==> src/design/rbst_pkg.sv <==
// Shared types, constants and single-precision helpers for the ray box slab test.
package rbst_pkg;

	typedef logic [31:0] f32_t;

	localparam f32_t PAR_LIMIT = 32'h2B8CBCCC;

	localparam logic MODE_LOAD = 1'b0;
	localparam logic MODE_BOX  = 1'b1;

	localparam logic [1:0] ST_MISS    = 2'd0;
	localparam logic [1:0] ST_HIT     = 2'd1;
	localparam logic [1:0] ST_INVALID = 2'd2;

	typedef struct packed {
		logic        sign;
		logic        zsign;
		logic [9:0]  exp;
		logic [27:0] sum;
	} fadd_pre_t;

	typedef struct packed {
		logic               sign;
		logic               inf;
		logic signed [10:0] exp;
		logic [47:0]        prod;
	} fmul_pre_t;

	typedef struct packed {
		logic par;
		logic pmiss;
		f32_t near;
		f32_t far;
	} slab_t;

	typedef struct packed {
		logic ok;
		logic miss;
		f32_t enter;
		f32_t leave;
	} trk_t;

	function automatic logic fp_finite(input f32_t a);
		return a[30:23] != 8'hFF;
	endfunction

	function automatic logic fp_lt(input f32_t a, input f32_t b);
		logic an;
		logic bn;
		an = (a[30:23] == 8'hFF) && (a[22:0] != 23'h0);
		bn = (b[30:23] == 8'hFF) && (b[22:0] != 23'h0);
		if (an || bn)
			return 1'b0;
		if ((a[30:0] == 31'h0) && (b[30:0] == 31'h0))
			return 1'b0;
		if (a[31] != b[31])
			return a[31];
		if (!a[31])
			return a[30:0] < b[30:0];
		return a[30:0] > b[30:0];
	endfunction

	function automatic f32_t round_pack(input logic sgn, input logic signed [10:0] e,
			input logic [26:0] sig, input logic stk);
		logic [23:0] keep;
		logic        up;
		logic [7:0]  fld;
		logic [30:0] word;
		keep = sig[26:3];
		up   = sig[2] & (sig[1] | sig[0] | stk | keep[0]);
		fld  = keep[23] ? e[7:0] : 8'h00;
		word = {fld, keep[22:0]} + {30'h0, up};
		if (e > 11'sd254)
			return {sgn, 8'hFF, 23'h0};
		return {sgn, word};
	endfunction

	function automatic fadd_pre_t fp_add_pre(input f32_t a, input f32_t b);
		f32_t        x;
		f32_t        y;
		logic [7:0]  ex;
		logic [7:0]  ey;
		logic [7:0]  d;
		logic [4:0]  dc;
		logic [23:0] sx;
		logic [23:0] sy;
		logic [59:0] tmp;
		logic [26:0] ay;
		fadd_pre_t   p;
		if (b[30:0] > a[30:0]) begin
			x = b;
			y = a;
		end else begin
			x = a;
			y = b;
		end
		ex  = (x[30:23] == 8'h0) ? 8'd1 : x[30:23];
		ey  = (y[30:23] == 8'h0) ? 8'd1 : y[30:23];
		sx  = {x[30:23] != 8'h0, x[22:0]};
		sy  = {y[30:23] != 8'h0, y[22:0]};
		d   = ex - ey;
		dc  = (d > 8'd31) ? 5'd31 : d[4:0];
		tmp = {sy, 36'h0} >> dc;
		ay  = tmp[59:33] | {26'h0, |tmp[32:0]};
		p.sign = x[31];
		p.exp  = {2'b00, ex};
		if (x[31] ^ y[31]) begin
			p.sum   = {1'b0, sx, 3'b000} - {1'b0, ay};
			p.zsign = 1'b0;
		end else begin
			p.sum   = {1'b0, sx, 3'b000} + {1'b0, ay};
			p.zsign = x[31];
		end
		return p;
	endfunction

	function automatic f32_t fp_add_post(input fadd_pre_t p);
		logic [4:0]         lz;
		logic [4:0]         sh;
		logic [26:0]        sig;
		logic signed [10:0] e;
		if (p.sum == 28'h0)
			return {p.zsign, 31'h0};
		if (p.sum[27]) begin
			sig = {p.sum[27:2], p.sum[1] | p.sum[0]};
			e   = $signed({1'b0, p.exp}) + 11'sd1;
		end else begin
			lz = 5'd27;
			for (int i = 0; i < 27; i++)
				if (p.sum[i])
					lz = 5'(26 - i);
			sh  = ({5'b0, lz} < (p.exp - 10'd1)) ? lz : 5'(p.exp - 10'd1);
			sig = p.sum[26:0] << sh;
			e   = $signed({1'b0, p.exp - {5'b0, sh}});
		end
		return round_pack(p.sign, e, sig, 1'b0);
	endfunction

	function automatic fmul_pre_t fp_mul_pre(input f32_t a, input f32_t b);
		logic [7:0]  ea;
		logic [7:0]  eb;
		logic [23:0] sa;
		logic [23:0] sb;
		fmul_pre_t   p;
		ea = (a[30:23] == 8'h0) ? 8'd1 : a[30:23];
		eb = (b[30:23] == 8'h0) ? 8'd1 : b[30:23];
		sa = {a[30:23] != 8'h0, a[22:0]};
		sb = {b[30:23] != 8'h0, b[22:0]};
		p.sign = a[31] ^ b[31];
		p.inf  = (a[30:23] == 8'hFF) || (b[30:23] == 8'hFF);
		p.exp  = $signed({3'b0, ea}) + $signed({3'b0, eb}) - 11'sd126;
		p.prod = 48'(sa) * 48'(sb);
		return p;
	endfunction

	function automatic f32_t fp_mul_post(input fmul_pre_t p);
		logic [5:0]         lz;
		logic [5:0]         sh;
		logic [47:0]        pn;
		logic [47:0]        ps;
		logic [48:0]        m;
		logic signed [10:0] e;
		logic               lost;
		if (p.inf)
			return {p.sign, 8'hFF, 23'h0};
		if (p.prod == 48'h0)
			return {p.sign, 31'h0};
		lz = 6'd0;
		for (int i = 0; i < 48; i++)
			if (p.prod[i])
				lz = 6'(47 - i);
		pn = p.prod << lz;
		e  = p.exp - $signed({5'b0, lz});
		sh = 6'd0;
		if (e < 11'sd1)
			sh = (e < -11'sd47) ? 6'd48 : 6'(11'sd1 - e);
		m    = (49'h1 << sh) - 49'h1;
		ps   = pn >> sh;
		lost = |(pn & m[47:0]);
		if (e < 11'sd1)
			e = 11'sd1;
		return round_pack(p.sign, e, ps[47:21], (|ps[20:0]) | lost);
	endfunction

endpackage

==> src/design/rbst_merge.sv <==
// Merge stages: fold the three lane slabs into entry and exit distances and a status.
module rbst_merge import rbst_pkg::*; (
	input  logic       clk,
	input  logic [2:0] en,
	input  slab_t      slab_x,
	input  slab_t      slab_y,
	input  slab_t      slab_z,
	input  logic       ok_s5,
	input  f32_t       t_min,
	input  f32_t       t_max,
	output logic [1:0] status,
	output f32_t       t_near,
	output f32_t       t_far
);

	trk_t  trk_in;
	trk_t  trk_s6;
	trk_t  trk_s7;
	trk_t  trk_fin;
	slab_t sy_s6;
	slab_t sz_s6;
	slab_t sz_s7;

	function automatic trk_t slab_step(input trk_t t, input slab_t s);
		trk_t r;
		r = t;
		if (!t.miss) begin
			if (s.par) begin
				r.miss = s.pmiss;
			end else begin
				if (fp_lt(t.enter, s.near))
					r.enter = s.near;
				if (fp_lt(s.far, t.leave))
					r.leave = s.far;
				r.miss = fp_lt(r.leave, r.enter);
			end
		end
		return r;
	endfunction

	always_comb begin
		trk_in.ok    = ok_s5;
		trk_in.miss  = 1'b0;
		trk_in.enter = t_min;
		trk_in.leave = t_max;
	end

	assign trk_fin = slab_step(trk_s7, sz_s7);

	always_ff @(posedge clk) begin
		if (en[0]) begin
			trk_s6 <= slab_step(trk_in, slab_x);
			sy_s6  <= slab_y;
			sz_s6  <= slab_z;
		end
		if (en[1]) begin
			trk_s7 <= slab_step(trk_s6, sy_s6);
			sz_s7  <= sz_s6;
		end
		if (en[2]) begin
			if (!trk_fin.ok) begin
				status <= ST_INVALID;
				t_near <= '0;
				t_far  <= '0;
			end else if (trk_fin.miss) begin
				status <= ST_MISS;
				t_near <= '0;
				t_far  <= '0;
			end else begin
				status <= ST_HIT;
				t_near <= trk_fin.enter;
				t_far  <= trk_fin.leave;
			end
		end
	end

endmodule

==> config.mk <==
export PLATFORM = sky130hd
export DESIGN_NAME = rbst_merge
export DESIGN_NICKNAME = d
export VERILOG_FILES = /design/src/design/rbst_pkg.sv /design/src/design/rbst_merge.sv
export SDC_FILE = /design/constraint.sdc
export NUM_CORES = 1
export LEC_CHECK = 0
export BUFFER_PORTS_ARGS = -buffer_cell sky130_fd_sc_hd__buf_4
export CAP_MARGIN = 25
export CORE_ASPECT_RATIO = 0.5
export CORE_MARGIN = 5
export CORE_UTILIZATION = 55
export CTS_CLUSTER_DIAMETER = 120
export DETAILED_ROUTE_END_ITERATION = 10
export GPL_TIMING_DRIVEN = 0
export PLACE_DENSITY = 0.88
export RECOVER_POWER = 25
export SYNTH_ARGS = -nofsm -noshare
export SYNTH_HDL_FRONTEND = slang
export SYNTH_SLANG_ARGS = --single-unit
export TNS_END_PERCENT = 30
==> constraint.sdc <==
create_clock -name clk -period 20.2 [get_ports clk]
set_input_delay 6.06 -clock clk [delete_from_list [all_inputs] [get_ports clk]]
set_output_delay 6.06 -clock clk [all_outputs]
set_load 0.01 [all_outputs]
==> flow_summary.yaml <==
run_status:
  outcome: "completed"
cts:
  postCtsHoldBufs: 0
  cts_tree: "yes"
  cts.reportedPaths.clkPinSlew_ps: 70
  clk_latency_ps: 550
  cts_made_buffers: 36
  cts-root-buf: "clkbuf_16"
  cts_sinks: 396
  cts_buffer_depth: 3
  cts-htree-levels: 2
  ctsResizeCount: 0
  cts_setup_buffers: 0
sta:
  min_period_ps: 11400
  finalCritPeriodShare_pct: 56.4
  finalHoldViolCount: 0
  tns_ps: 0
  worst_pin_slew_ps: 931
  max_freq_mhz: 87.8
  skew_ps: 28.0
  fin_ws_ps: 8800
  setup_viol: 0
  relSlewSlack_pct: 36.4
  hold_ws_ps: 414
  rsz0062_at_grt: "no"
  timing.final.max_slew_violations: 0
synth:
  synth_top_family_by_area: "adder cells"
  synth_mux_area_share_pct: 8.37
  synthSimpleGateAreaFrac_pct: 13.8
  synthesis.nets: 2794
  synth-compound-area-share_pct: 10.3
  synth_xor_area_share_pct: 0
  synth_area_leaders: "edfxtp_1, ha_1, mux2i_1"
  netlist_area_sq_um: 24400
  synth_top_area_share_pct: 48.8
  ys_ff_latch: 396
  synth-adder-area-share_pct: 14.3
  synth_flop_cell: "edfxtp_1"
  yosysUniqueCellTypes: 62
  yosysWarnings: 0
  syn_inst: 2248
  synth-edff-count: 396
  synthArstFlopShare_pct: 0
  syn_avg_cell_area_sq_um: 10.8
  synth_seq_area_share_pct: 48.8
  synth_top_area_cell: "edfxtp_1"
worst_setup_path:
  end_kind: "flop"
  worst_setup_path_start_kind: "input port"
  crit_fanout: 10
  path_class: "input port to flop"
  cp.arrival_ps: 11740
  cp.required_ps: 20540
global_route:
  overflow: 0
  antenna_found_initial: 4
  track_usage_pct: 30.1
  grt_pass1_wl_um: 115000
  grt_pass1_vias: 20100
  grt_max_degree: 133
finish:
  nets: 3166
  area_growth_pct: 18.2
  drive_gt1_share_pct: 17.2
  mostFrequentLayoutCell: "edfxtp_1"
  layout_common_cells: "edfxtp_1, ha_1, buf_4"
  post-route-util_pct: 66.0
  nFillCells: 3357
drt:
  antenna_left: 0
  firstDrtPassIters: 6
  remaining_drc_errors: 0
  vias_per_cell: 6.28
  drt-wirelength-per-cell_um: 23.6
  vias: 20300
  drt_iter0_drc: 2569
  drt_wl_total_um: 76300
power_and_ir_drop:
  p_clk_share_pct: 29.0
  pwr-share-comb_pct: 25.4
  power_density_nw_per_um2: 82.2
  p_seq_share_pct: 45.6
  p_int_w: 0.00162
  power_leakage_nw: 12.2
  power.switching_w: 0.000745
  p_sw_share_pct: 31.5
  worst_ir_drop_vdd_mv: 0.0592
floorplanning:
  dieHeight_um: 159
  rows: 54
  coreArea_sq_um: 43600
  die_x_um: 308
  num_io_pins: 333
  start_util_pct: 55.8
  die_area_sq_um: 48800
placed_design:
  portBuffers: 332
  hpwl_um: 60300
  pre_cts_slack_ps: 8450
  routabilityCongestion: 0.961
run:
  cap_violations: 0
hold_path:
  hp-class: "flop to flop"
power groups by stage:
stage / combinational [W] / clock, W / sequential, W
4_1_cts: 0.000593 / 0.000689 / 0.00107
6_report: 0.000600 / 0.000686 / 0.00108
2_1_floorplan: 0.000375 / 0 / 0.00105
5_1_grt: 0.000663 / 0.000728 / 0.00108
3_5_place_dp: 0.000587 / 0 / 0.00109
3_3_place_gp: 0.000560 / 0 / 0.00109
worst max-delay path, cell delays in order:
cell,delay [ps]
buf_4,90
inv_1,50
ha_1,320
a21oi_1,160
a21oi_1,80
o31ai_1,310
o211ai_1,160
a2111oi_0,870
mux2i_1,700
clkbuf_1,410
nor2_1,80
a21oi_1,220
ha_1,290
nor2b_1,130
o21ai_0,140
nand2b_1,70
a2111oi_0,490
o31ai_1,170
a211oi_1,260
o211ai_1,170
and3b_1,210
o41ai_1,310
cells by family (layout without fill, tap and decap cells):
group                      Yosys count  after routing
buffers and inverters              267            666
adders and majority gates          279            279
and+or+nand+nor                    678            678
DFF                                396            396
other                                0              1
AOI/OAI and AO/OA                  433            433
muxes                              195            195
registers in the layout (all words and copies together), names as in the netlist:
register  flops
sy_s6        66
trk_s7       65
sz_s7        66
status        2
t_near       32
trk_s6       66
t_far        32
sz_s6        66
trk_fin       1
Yosys cell counts, types with 2 or more instances:
cell type,count
a221oi_1,4
nor4_1,90
nand4_1,97
ha_1,279
a21o_1,22
nand2b_1,4
or3_1,6
buf_1,5
mux2_2,64
a21oi_1,216
nor4_2,2
o21ai_1,3
a211oi_1,19
nor2_1,190
and2_1,3
o21ai_0,109
o21bai_1,2
nand2_1,124
clkbuf_1,43
and4_1,8
buf_6,5
or4_1,3
nor3_1,96
o21a_1,6
nand3b_1,7
o31a_1,3
and3_1,6
o41ai_1,2
a22o_1,2
nor2b_1,8
nand3_1,27
inv_1,193
or3b_2,2
and3b_1,2
buf_2,19
a2111oi_0,5
o211ai_1,10
a31oi_1,4
o31ai_1,8
a211o_1,3
edfxtp_1,396
a21boi_0,3
mux2i_1,129
layer usage:
| metal | vias up | share of wire, % | track usage (%) |
|---|---|---|---|
| met5 | - | 0.050 | 0 |
| met4 | 6 | 4.2 | 10.5 |
| met3 | 236 | 10 | 5.35 |
| met2 | 1100 | 47 | 49.9 |
| met1 | 9702 | 38 | 40.3 |
| li1 | 9274 | - | - |
worst paths after layout:
kind | slack (ps) | endpoint | depth (start not counted) | startpoint
max | 8800 | trk_s6[64] | 22 | slab_x[34]
min reg2reg | 410 | sz_s7[6] | 0 | sz_s6[6]
min | 410 | sz_s7[6] | 0 | sz_s6[6]
max reg2reg | 13520 | trk_s7[64] | 18 | trk_s6[26]
through the flow:
step | power, W | std cells | area [sq um]
after global routing | 0.00247 | 3236 | 28800
final | 0.00237 | 3236 | 28800
after detailed placement | 0.00168 | 3170 | 27600
after global placement | 0.00165 | 3168 | 27600
after floorplan | 0.00143 | 2248 | 24400
after CTS | 0.00236 | 3235 | 28800
layout make-up:
cell class | count | area (sq um) | area share, %
Clock buffer | 42 | 945 | 3.28
Tap cell | 588 | 736 | 2.56
Antenna cell | 1 | 2.50 | 0.00869
Multi-Input combinational cell | 1585 | 11400 | 39.6
Timing Repair Buffer | 334 | 2560 | 8.89
Inverter | 194 | 728 | 2.53
Clock inverter | 23 | 206 | 0.717
Sequential cell | 396 | 11900 | 41.3
Buffer | 73 | 332 | 1.15
No activity file was read; power rests on OpenSTA's default activity.
